[src/hw/rtl/rwtc_pkg.sv]
// Package for the raycast wall texture column unit.
// Holds the item and queue entry types, the configuration struct and shared constants.
// No dependencies.
`timescale 1ns / 1ps

package rwtc_pkg;

    localparam int SCREEN_COORD_BITS = 12;
    localparam int MAX_TEXTURE_LOG2  = 10;

    localparam logic [11:0] COORD_MASK = 12'((32'd1 << SCREEN_COORD_BITS) - 32'd1);

    // Dividend is (2^log2) << 16, so it needs MAX_TEXTURE_LOG2 + 17 bits.
    localparam int DIV_BITS     = MAX_TEXTURE_LOG2 + 17;
    localparam int DIV_CNT_BITS = $clog2(DIV_BITS);

    localparam int QUEUE_DEPTH    = 4;
    localparam int QUEUE_PTR_BITS = $clog2(QUEUE_DEPTH);

    localparam logic OP_START = 1'b0;
    localparam logic OP_PIXEL = 1'b1;

    localparam logic [1:0] CFG_TEXTURE_WIDTH       = 2'd0;
    localparam logic [1:0] CFG_TEXTURE_HEIGHT_LOG2 = 2'd1;
    localparam logic [1:0] CFG_SCREEN_HEIGHT       = 2'd2;

    typedef struct packed {
        logic        operation;
        logic [15:0] wall_fraction;
        logic [15:0] slice_height;
        logic [11:0] first_row;
        logic [12:0] end_row_in;
        logic [1:0]  wall_face;
        logic [11:0] screen_column;
    } t_in_item;

    typedef struct packed {
        logic [11:0] pixel_column;
        logic [11:0] pixel_row;
        logic [1:0]  texture_select;
        logic [9:0]  texel_x;
        logic [9:0]  texel_y;
        logic        last_row;
    } t_out_item;

    typedef struct packed {
        logic [10:0] texture_width;
        logic [3:0]  texture_height_log2;
        logic [11:0] screen_height;
    } t_cfg;

    typedef struct packed {
        logic        operation;
        logic [9:0]  texel_x;
        logic [15:0] slice_height;
        logic [11:0] first_row;
        logic [12:0] end_row_in;
        logic [1:0]  wall_face;
        logic [11:0] screen_column;
    } t_cmd;

    typedef enum logic [1:0] {
        ST_RUN,
        ST_DIV,
        ST_MUL
    } t_back_state;

endpackage

[src/hw/rtl/rwtc_front.sv]
// Front stage: accepts input transactions, computes the mirrored texture column.
// Depends on rwtc_pkg; feeds rwtc_queue.
`timescale 1ns / 1ps

module rwtc_front import rwtc_pkg::*; (
    input  logic     i_clk,
    input  logic     i_rst_n,
    input  logic     i_in_valid,
    output logic     o_in_ready,
    input  t_in_item i_in_item,
    input  t_cfg     i_cfg,
    input  logic     i_q_full,
    output logic     o_push,
    output t_cmd     o_cmd
);

    logic        r_valid;
    t_cmd        r_cmd;
    t_cmd        n_cmd;
    logic [26:0] w_prod;
    logic [10:0] w_hit;

    assign o_in_ready = !r_valid || !i_q_full;
    assign o_push     = r_valid && !i_q_full;
    assign o_cmd      = r_cmd;

    always_comb begin
        w_prod = 27'(i_in_item.wall_fraction) * 27'(i_cfg.texture_width);
        w_hit  = w_prod[26:16];
        n_cmd.operation     = i_in_item.operation;
        n_cmd.texel_x       = 10'(i_cfg.texture_width - w_hit - 11'd1);
        n_cmd.slice_height  = i_in_item.slice_height;
        n_cmd.first_row     = i_in_item.first_row;
        n_cmd.end_row_in    = i_in_item.end_row_in;
        n_cmd.wall_face     = i_in_item.wall_face;
        n_cmd.screen_column = i_in_item.screen_column;
    end

    always_ff @(posedge i_clk) begin
        if (!i_rst_n) begin
            r_valid <= 1'b0;
        end else if (o_in_ready) begin
            r_valid <= i_in_valid;
        end
    end

    always_ff @(posedge i_clk) begin
        if (o_in_ready && i_in_valid) begin
            r_cmd <= n_cmd;
        end
    end

endmodule

[src/hw/rtl/rwtc_queue.sv]
// Short command queue between front and back.
// Depends on rwtc_pkg.
`timescale 1ns / 1ps

module rwtc_queue import rwtc_pkg::*; (
    input  logic i_clk,
    input  logic i_rst_n,
    input  logic i_push,
    input  t_cmd i_cmd,
    output logic o_full,
    input  logic i_pop,
    output logic o_valid,
    output t_cmd o_cmd
);

    t_cmd                      r_mem [QUEUE_DEPTH];
    logic [QUEUE_PTR_BITS-1:0] r_wr_ptr;
    logic [QUEUE_PTR_BITS-1:0] r_rd_ptr;
    logic [QUEUE_PTR_BITS:0]   r_count;

    assign o_full  = (r_count == (QUEUE_PTR_BITS+1)'(QUEUE_DEPTH));
    assign o_valid = (r_count != '0);
    assign o_cmd   = r_mem[r_rd_ptr];

    always_ff @(posedge i_clk) begin
        if (!i_rst_n) begin
            r_wr_ptr <= '0;
            r_rd_ptr <= '0;
            r_count  <= '0;
        end else begin
            if (i_push) begin
                r_wr_ptr <= (r_wr_ptr == QUEUE_PTR_BITS'(QUEUE_DEPTH - 1)) ? '0 : r_wr_ptr + 1'b1;
            end
            if (i_pop) begin
                r_rd_ptr <= (r_rd_ptr == QUEUE_PTR_BITS'(QUEUE_DEPTH - 1)) ? '0 : r_rd_ptr + 1'b1;
            end
            if (i_push && !i_pop) begin
                r_count <= r_count + 1'b1;
            end else if (!i_push && i_pop) begin
                r_count <= r_count - 1'b1;
            end
        end
    end

    always_ff @(posedge i_clk) begin
        if (i_push) begin
            r_mem[r_wr_ptr] <= i_cmd;
        end
    end

`ifndef SYNTH
    a_no_overflow: assert property (@(posedge i_clk) disable iff (!i_rst_n)
        !(i_push && o_full && !i_pop))
        else $error("queue push while full");
    a_no_underflow: assert property (@(posedge i_clk) disable iff (!i_rst_n)
        !(i_pop && !o_valid))
        else $error("queue pop while empty");
`endif

endmodule

[src/hw/rtl/rwtc_back.sv]
// Back stage: column setup (iterative step division, start position) and pixel output.
// Depends on rwtc_pkg; reads commands from rwtc_queue.
`timescale 1ns / 1ps

module rwtc_back import rwtc_pkg::*; (
    input  logic      i_clk,
    input  logic      i_rst_n,
    input  t_cfg      i_cfg,
    input  logic      i_q_valid,
    input  t_cmd      i_q_cmd,
    output logic      o_pop,
    output logic      o_out_valid,
    input  logic      i_out_ready,
    output t_out_item o_out_item
);

    t_back_state             r_state;
    t_back_state             n_state;
    logic [31:0]             r_step;
    logic [31:0]             r_pos;
    logic [12:0]             r_cur;
    logic [12:0]             r_stop;
    logic [11:0]             r_col;
    logic [1:0]              r_face;
    logic [9:0]              r_tx;
    logic [17:0]             r_diff;
    logic [15:0]             r_rem;
    logic [DIV_BITS-1:0]     r_quot;
    logic [15:0]             r_divisor;
    logic [DIV_CNT_BITS-1:0] r_cnt;
    logic                    r_out_valid;
    t_out_item               r_out_item;

    logic [3:0]          w_lg;
    logic [15:0]         w_hmask;
    logic                w_out_free;
    logic                w_is_start;
    logic                w_start;
    logic                w_pixel;
    logic                w_emit;
    logic [16:0]         w_trial;
    logic [16:0]         w_sub;
    logic                w_ge;
    logic [17:0]         w_diff;
    logic [DIV_BITS-1:0] w_dividend;
    logic [31:0]         w_diff32;
    logic [31:0]         w_pos_prod;
    t_out_item           w_item;

    assign o_pop       = w_start || w_pixel;
    assign o_out_valid = r_out_valid;
    assign o_out_item  = r_out_item;

    always_comb begin
        w_lg = (i_cfg.texture_height_log2 > 4'(MAX_TEXTURE_LOG2)) ?
               4'(MAX_TEXTURE_LOG2) : i_cfg.texture_height_log2;
        w_hmask    = 16'((17'd1 << w_lg) - 17'd1);
        w_out_free = !r_out_valid || i_out_ready;
        w_is_start = (i_q_cmd.operation == OP_START);
        w_start    = (r_state == ST_RUN) && i_q_valid && w_is_start;
        w_pixel    = (r_state == ST_RUN) && i_q_valid && !w_is_start && w_out_free;
        w_emit     = w_pixel && (r_cur < r_stop);

        w_trial = {r_rem, r_quot[DIV_BITS-1]};
        w_ge    = (w_trial >= {1'b0, r_divisor});
        w_sub   = w_trial - {1'b0, r_divisor};

        w_diff = 18'(i_q_cmd.first_row) + 18'(i_q_cmd.slice_height[15:1])
               - 18'(i_cfg.screen_height[11:1]);
        w_dividend = DIV_BITS'(1) << ({1'b0, w_lg} + 5'd16);
        w_diff32   = {{14{r_diff[17]}}, r_diff};
        w_pos_prod = w_diff32 * 32'(r_quot);

        w_item.pixel_column   = r_col;
        w_item.pixel_row      = r_cur[11:0] & COORD_MASK;
        w_item.texture_select = r_face;
        w_item.texel_x        = r_tx;
        w_item.texel_y        = 10'(r_pos[31:16] & w_hmask);
        w_item.last_row       = ((r_cur + 13'd1) == r_stop);
    end

    always_comb begin
        n_state = r_state;
        unique case (r_state)
            ST_RUN: begin
                if (w_start) begin
                    n_state = ST_DIV;
                end
            end
            ST_DIV: begin
                if (r_cnt == '0) begin
                    n_state = ST_MUL;
                end
            end
            ST_MUL: begin
                n_state = ST_RUN;
            end
            default: begin
                n_state = ST_RUN;
            end
        endcase
    end

    always_ff @(posedge i_clk) begin
        if (!i_rst_n) begin
            r_state     <= ST_RUN;
            r_step      <= '0;
            r_pos       <= '0;
            r_cur       <= '0;
            r_stop      <= '0;
            r_col       <= '0;
            r_face      <= '0;
            r_tx        <= '0;
            r_out_valid <= 1'b0;
        end else begin
            r_state <= n_state;
            if (w_start) begin
                r_cur  <= 13'(i_q_cmd.first_row);
                r_stop <= i_q_cmd.end_row_in;
                r_col  <= i_q_cmd.screen_column & COORD_MASK;
                r_face <= i_q_cmd.wall_face;
                r_tx   <= i_q_cmd.texel_x;
            end else if (w_emit) begin
                r_cur <= r_cur + 13'd1;
                r_pos <= r_pos + r_step;
            end else if (r_state == ST_MUL) begin
                r_step <= 32'(r_quot);
                r_pos  <= w_pos_prod;
            end
            if (w_emit) begin
                r_out_valid <= 1'b1;
            end else if (i_out_ready) begin
                r_out_valid <= 1'b0;
            end
        end
    end

    always_ff @(posedge i_clk) begin
        if (w_start) begin
            r_diff    <= w_diff;
            r_rem     <= '0;
            r_quot    <= w_dividend;
            r_divisor <= (i_q_cmd.slice_height == '0) ? 16'd1 : i_q_cmd.slice_height;
            r_cnt     <= DIV_CNT_BITS'(DIV_BITS - 1);
        end else if (r_state == ST_DIV) begin
            r_rem  <= w_ge ? w_sub[15:0] : w_trial[15:0];
            r_quot <= {r_quot[DIV_BITS-2:0], w_ge};
            r_cnt  <= r_cnt - 1'b1;
        end
        if (w_emit) begin
            r_out_item <= w_item;
        end
    end

`ifndef SYNTH
    a_no_pop_busy: assert property (@(posedge i_clk) disable iff (!i_rst_n)
        (r_state != ST_RUN) |-> !o_pop)
        else $error("command taken during column setup");
    a_mul_to_run: assert property (@(posedge i_clk) disable iff (!i_rst_n)
        (r_state == ST_MUL) |=> (r_state == ST_RUN) && (r_step != '0))
        else $error("column setup did not finish with a nonzero step");
    a_emit_hold: assert property (@(posedge i_clk) disable iff (!i_rst_n)
        (r_out_valid && !i_out_ready) |-> !w_emit)
        else $error("pixel issued over a pending output");
`endif

endmodule

[src/hw/rtl/raycast_wall_texture_column_unit.sv]
// Raycast wall texture column unit: configuration registers, front, queue and back.
// Path: a pixel transaction passes the front register, a queue entry and the back output register.
// Rate: one pixel transaction per cycle while the output is ready; a column start holds
// the back stage while the bit-serial divider runs (ST_DIV) and then in ST_MUL.
// Reset (synchronous, active low): empty queue, no pending output, step, position and
// rows cleared so pixel transactions give nothing until a column start.
`timescale 1ns / 1ps

module raycast_wall_texture_column_unit import rwtc_pkg::*; (
    input  logic        i_clk,
    input  logic        i_rst_n,
    input  logic        i_in_valid,
    output logic        o_in_ready,
    input  t_in_item    i_in_item,
    output logic        o_out_valid,
    input  logic        i_out_ready,
    output t_out_item   o_out_item,
    input  logic        i_cfg_valid,
    output logic        o_cfg_ready,
    input  logic [1:0]  i_cfg_index,
    input  logic [11:0] i_cfg_data
);

    t_cfg r_cfg;
    logic w_q_full;
    logic w_push;
    t_cmd w_push_cmd;
    logic w_pop;
    logic w_q_valid;
    t_cmd w_q_cmd;

    assign o_cfg_ready = 1'b1;

    always_ff @(posedge i_clk) begin
        if (!i_rst_n) begin
            r_cfg.texture_width       <= 11'd64;
            r_cfg.texture_height_log2 <= 4'd6;
            r_cfg.screen_height       <= 12'd480;
        end else if (i_cfg_valid) begin
            unique case (i_cfg_index)
                CFG_TEXTURE_WIDTH:       r_cfg.texture_width       <= i_cfg_data[10:0];
                CFG_TEXTURE_HEIGHT_LOG2: r_cfg.texture_height_log2 <= i_cfg_data[3:0];
                CFG_SCREEN_HEIGHT:       r_cfg.screen_height       <= i_cfg_data;
                default: begin
                end
            endcase
        end
    end

    rwtc_front u_front (
        .i_clk      (i_clk),
        .i_rst_n    (i_rst_n),
        .i_in_valid (i_in_valid),
        .o_in_ready (o_in_ready),
        .i_in_item  (i_in_item),
        .i_cfg      (r_cfg),
        .i_q_full   (w_q_full),
        .o_push     (w_push),
        .o_cmd      (w_push_cmd)
    );

    rwtc_queue u_queue (
        .i_clk   (i_clk),
        .i_rst_n (i_rst_n),
        .i_push  (w_push),
        .i_cmd   (w_push_cmd),
        .o_full  (w_q_full),
        .i_pop   (w_pop),
        .o_valid (w_q_valid),
        .o_cmd   (w_q_cmd)
    );

    rwtc_back u_back (
        .i_clk       (i_clk),
        .i_rst_n     (i_rst_n),
        .i_cfg       (r_cfg),
        .i_q_valid   (w_q_valid),
        .i_q_cmd     (w_q_cmd),
        .o_pop       (w_pop),
        .o_out_valid (o_out_valid),
        .i_out_ready (i_out_ready),
        .o_out_item  (o_out_item)
    );

endmodule
[config.mk]
export PLATFORM = sky130hd
export DESIGN_NAME = raycast_wall_texture_column_unit
export DESIGN_NICKNAME = d
export VERILOG_FILES = /design/src/hw/rtl/rwtc_pkg.sv /design/src/hw/rtl/rwtc_front.sv /design/src/hw/rtl/rwtc_queue.sv /design/src/hw/rtl/rwtc_back.sv /design/src/hw/rtl/raycast_wall_texture_column_unit.sv
export SDC_FILE = /design/constraint.sdc
export NUM_CORES = 2
export LEC_CHECK = 0
export BUFFER_PORTS_ARGS = -buffer_cell sky130_fd_sc_hd__buf_4
export CAP_MARGIN = 20
export CORE_UTILIZATION = 50
export CTS_BUF_LIST = sky130_fd_sc_hd__clkbuf_8
export DETAILED_ROUTE_END_ITERATION = 7
export PLACE_DENSITY = 0.78
export SYNTH_ARGS = -nofsm -noshare
export SYNTH_HDL_FRONTEND = slang
export SYNTH_SLANG_ARGS = --single-unit
[constraint.sdc]
create_clock -name i_clk -period 9.1 [get_ports i_clk]
set_input_delay 1.82 -clock i_clk [delete_from_list [all_inputs] [get_ports i_clk]]
set_output_delay 1.82 -clock i_clk [all_outputs]
set_load 0.005 [all_outputs]
# [Word-level counts from Yosys, hierarchy flattened]
# Memory sizes are Yosys's and may differ from the RTL's. A register that Yosys moved wholly into a read port is not among the register bits.
# Cells that the tools add are included.
[classes] mul=2 n_mux=21 n_bitwise=5 n_reduce_logical=34 n_eq_ne=10 shift=2 n_lt_le_gt_ge=3 div_mod_pow=0 addsub=14
[op_table] operator="32-bit 2-to-1 mux" n=2
[op_table] operator="27-bit 2-to-1 mux" n=2
[op_table] operator="32-bit by 27-bit adder with 32-bit output" n=1
[op_table] operator="18-bit by 28-bit multiplier with 32-bit output" n=1
[op_table] operator="1-bit by 5-bit << shifter with 27-bit output (first input constant)" n=1
[op_table] operator="16-bit by 11-bit multiplier with 26-bit output" n=1
[op_table] operator="12-bit 2-to-1 mux" n=2
[op_table] operator="10-bit by 1-bit subtractor with 10-bit output (second input constant)" n=2
[op_table] operator="18-bit by 11-bit subtractor with 18-bit output" n=1
[op_table] operator="17-bit by 16-bit greater-or-equal comparator with 1-bit output" n=1
[op_table] operator="12-bit by 15-bit adder with 16-bit output" n=1
[op_table] operator="16-bit zero test" n=1
[op_table] operator="16-bit 2-to-1 mux" n=1
[op_table] operator="16-bit subtractor" n=1
[op_table] operator="13-bit by 1-bit adder with 13-bit output (second input constant)" n=1
[op_table] operator="13-bit == test" n=1
[op_table] operator="13-bit < comparator" n=1
[op_table] operator="2-bit 2-to-1 mux" n=6
[op_table] operator="10-bit bitwise AND" n=1
[op_table] operator="2-bit AND reduction" n=5
[op_table] operator="2-bit nonzero test" n=5
[op_table] operator="1-bit by 4-bit << shifter with 10-bit output (first input constant)" n=1
[op_table] operator="10-bit subtractor" n=1
[op_table] operator="1-bit logical AND" n=9
[op_table] operator="other kinds (22)" n=42
[word_totals] n_memories=1 latchBits=0 ramBits=264 romBits=0 out_inout_bits=50 regBits=342 word_cells=127
[memory_table] memory="u_queue.r_mem" depth=4 width=66 rd=1 rd_ports_with_merged_regs=1 wr=1 line_no="rwtc_queue.sv:16" source="t_cmd r_mem [QUEUE_DEPTH];"

# [Depth between registers and ports, before layout]
[depth] word_depth=8 depth_mapped=30

# [By module]
# From an unflattened synthesis, not the netlist that was laid out.
[hier_totals] cells_unflattened=3681 area_unflattened_um2=40777.9
[by_module_without_submodules] module="rwtc_back" area_per_inst_um2=21974.8 cells_each=2453 n_inst=1
[by_module_without_submodules] module="rwtc_queue" area_per_inst_um2=9977.1 cells_each=388 n_inst=1
[by_module_without_submodules] module="rwtc_front" area_per_inst_um2=7668.6 cells_each=724 n_inst=1
[by_module_without_submodules] module="raycast_wall_texture_column_unit" area_per_inst_um2=1157.4 cells_each=116 n_inst=1

# [Least setup slack after synthesis]
# No wires, ideal clock.
[synth_path] path_kind="input to register" startpoint="in i_in_item[63] (netlist name)" endpoint="reg u_front.r_cmd, in the netlist u_front.o_cmd[64], data pin" arrival_time_ns=7.835 path_stages=28 setup_slack_ns=1.005 t_required_ns=8.840 cell_sequence="clkbuf_1 -> nand2_1 -> fa_1 -> inv_1 -> fa_1 -> fa_1 -> fa_1 -> inv_1 -> fa_1 -> inv_1 -> ha_1 -> a2111o_1 -> a21oi_1 -> o211ai_1 -> and4_1 -> nor2_1 -> nor2b_1 -> o21a_1 -> or2_2 -> ha_1 -> inv_1 -> o21bai_1 -> a21oi_1 -> o21ai_0 -> a21o_1 -> a21oi_1 -> xnor2_1 -> xnor2_1"
[synth_lines] element="start, declared" line_no="raycast_wall_texture_column_unit.sv:14" source="input t_in_item i_in_item,"
[synth_lines] element="end signal, assigned" line_no="rwtc_front.sv:49" source="r_cmd <= n_cmd;"
[synth_lines] element="end, declared" line_no="rwtc_front.sv:18" source="t_cmd r_cmd;"

==> summary.txt <==
Vias after detailed routing: 26,400
Hold buffers post-CTS: 0
CP most frequent cell: fa_1
RR Endpoint: u_front.o_cmd[64]$_DFFE_PP_
Cell family with most CP delay: adder cells
Yosys warns: 0
CP required: 9530 ps
Final setup fails: 0
Post-Route WL: 89,500 µm
Period utilization: 87.5%
Vias per std cell: 5.47
Post-route ant nets: 0
Synth top area share: 32.7%
Gr usage total: 22.5%
CP Launch Point: i_in_item[63]
Clk_lat worst skew: 690 ps
Crit-path max FO: 11
Fin. max-slew vios: 0
Largest net degree at the start of global routing: 84
Layout net count: 4,391
Pre-antenna DRT Iters: 5
Die area: 0.0816 mm²
Starting DRT DRC Count: 1,761
Final hold vios: 0
Syn nets: 4,307
Num CTS Buffers: 95
Register-to-register path setup slack: 1470 ps
Rel. slew slack: 29.4%
Clk buf depth: 3
TritonCTS clock tree: yes
Cell area after synthesis: 0.0402 mm²
Avg Cell Area, Syn: 11.1 µm²
Worst hold path class: reg2reg
Starting Density: 50.8%
CP endpoint kind: flop
Yosys top cell by area: edfxtp_1
Worst r2r path cells: 27
#FFs+latches synth: 600
Share of layout cells above drive strength 1: 10.7%
Post-Synthesis Cells: 3,614
DRC: 0
Post-synth EDFFs: 438
Clock Sinks: 600
RSZ-0062 raised after global routing: no
Max stage delay on crit path: 570 ps
# fillers: 6,573
Setup bufs post-CTS: 0
Reg-to-Reg Start: r_cfg[21]$_SDFFE_PN0P_
Busiest layer in global routing: met2
Worst-margin pin slew: 1060 ps
Core area: 0.0793 mm²
Hpwl dp: 63,000 µm
Fmax: 0.126 GHz
Post-layout min period: 7970 ps
Async S/R FF share, synth: 0%
CTS resizes: 0
Num rows: 103
Critical Path Start Type: input pin
Core Util, Final: 55.5%
I/O Pins: 141
Chip height: 286 µm
Status: complete, no violations
Seq/Total Area, Yosys: 40.8%
Buf/Inv on CP: 5
Worst path arrival time: 8400 ps
Global placer's final weighted congestion: 0.925
Clock root buffer: clkbuf_8
Slowest-stage cell, CP: fa_1
First-pass GRT wire length: 145,000 µm
Drt wl/cell: 18.5 µm
PortBufs: 139
Area grow syn2layout: 9.29%
Vias in the first global route: 27,600
Most common cell in the synthesized netlist: nand2_1
Max_cap viols: 0
Met2 usage: 37.9%
Global route overflow: 0
Most used DFF post-synth: edfxtp_1
Die X: 286 µm
GRT met3 Usage: 3.15%
Top cells by count, synth: 578 x nand2_1, 496 x inv_1, 438 x edfxtp_1
Max Clock Skew: 27.9 ps
Area contributors post-synth: edfxtp_1 33%, fa_1 18%, dfxtp_1 8.1%, ha_1 7.3%, nand2_1 5.4%
Worst setup path end: u_front.o_cmd[64]$_DFFE_PP_
Crit. path cell count: 28
CP Class: in2reg
Clk slew on worst S/H paths: 60 ps
Final TNS setup: 0 ps
Distinct cells, synth: 88
Met1 Usage GRT: 28.9%
Initial antenna violation count: 3
CTS H-tree depth: 3
placed cells by master (no fill, tap or decap), drive strengths merged, types with 9 or more instances in the layout:
| cell type | count |
|---|---|
| nand2 | 578 |
| inv | 544 |
| edfxtp | 438 |
| fa | 366 |
| ha | 236 |
| and2 | 172 |
| a21oi | 169 |
| buf | 165 |
| dfxtp | 162 |
| nor2 | 119 |
| xnor2 | 102 |
| clkbuf | 100 |
| mux4 | 78 |
| o21ai | 75 |
| xor2 | 48 |
| nor3 | 39 |
| mux2i | 34 |
| a211oi | 30 |
| nand3 | 27 |
| clkinv | 24 |
| o21a | 23 |
| nand2b | 21 |
| nor2b | 20 |
| a21o | 18 |
| o211ai | 18 |
| or3 | 16 |
| and3 | 11 |
| o21bai | 11 |
| nand4 | 10 |
| a311oi | 9 |
per-layer routing:
layer | up-vias | wire (µm)
li1 | 12200 | -
met1 | 13100 | 36900
met2 | 853 | 43800
met3 | 227 | 4780
met4 | 0 | 4010
met5 | - | 0
state kept, by name (all words and copies together), names as in the netlist, 3 cells and up, named ones only:
signal / cells
u_back.r_cur: 13
r_cfg: 26
u_back.r_quot: 27
u_back.r_cnt: 5
u_back.r_tx: 10
u_back.r_diff: 18
u_back.r_stop: 13
u_back.r_divisor: 16
u_queue.r_count: 3
u_front.o_cmd: 66
u_back.r_rem: 16
u_queue.r_mem: 264
u_back.r_col: 12
u_back.o_out_item: 47
u_back.r_step: 26
u_back.r_pos: 26
metrics by stage:
stage / hold WS, ps / setup WS, ps / area [µm²] / std cells
2_1_floorplan: 408 / 1010 / 40200 / 3614
3_3_place_gp: 413 / 660 / 42100 / 4650
3_5_place_dp: 415 / 497 / 42100 / 4650
4_1_cts: 428 / 1240 / 43900 / 4826
5_1_grt: 437 / 741 / 44000 / 4830
6_report: 429 / 1130 / 44000 / 4830
worst reg2reg max path: stages, from the launching register on:
cell	delay [ps]
dfxtp_1	900
nand2_1	200
fa_1	570
inv_1	50
fa_1	550
fa_1	440
fa_1	500
inv_1	50
fa_1	480
inv_1	40
ha_1	290
a2111o_1	430
a21oi_1	140
o211ai_1	180
and4_1	290
nor2_1	170
nor2b_1	80
o21a_1	180
or2_2	300
ha_1	310
inv_1	80
o21bai_1	80
a21oi_1	270
o21ai_0	200
a21o_1	200
a21oi_1	160
xnor2_1	160
xnor2_1	90
worst min path at each step:
stage	cells past startpoint	end	start	slack (ps)
finish	0	u_back.o_out_item[39]$_DFFE_PP_	u_back.r_col[4]$_SDFFE_PN0P_	430
global route	0	u_back.o_out_item[39]$_DFFE_PP_	u_back.r_col[4]$_SDFFE_PN0P_	440
floorplan	0	u_back.o_out_item[11]$_DFFE_PP_	u_back.r_tx[0]$_SDFFE_PN0P_	410
CTS	0	u_back.o_out_item[15]$_DFFE_PP_	u_back.r_tx[4]$_SDFFE_PN0P_	430
global placement	0	u_back.o_out_item[46]$_DFFE_PP_	u_back.r_col[11]$_SDFFE_PN0P_	410
detailed placement	0	u_back.o_out_item[15]$_DFFE_PP_	u_back.r_tx[4]$_SDFFE_PN0P_	420
cell type report:
cell class	instances	area, µm²	share of cell area, %
tap	1050	1310	2.99
clock inverter	76	455	1.04
antenna	3	7.51	0.0171
timing repair buffer	165	1250	2.83
inverter	498	1880	4.27
sequential	600	16400	37.3
clock buffer	100	1380	3.13
multi-input combinational	2338	21300	48.4
kinds of logic after synthesis:
logic type	share of synthesized area (%)
AND/OR/NAND/NOR	11.9
adder cells (fa/ha/maj)	25.6
AO/OA/AOI/OAI	6.81
multiplexers	5.24
XOR/XNOR	3.31
buffers and inverters	6.42
flip-flops	40.8
other	0.00932
Power is not shown: default switching activity piles up to over one toggle a cycle in this logic, so the estimate is an artifact.
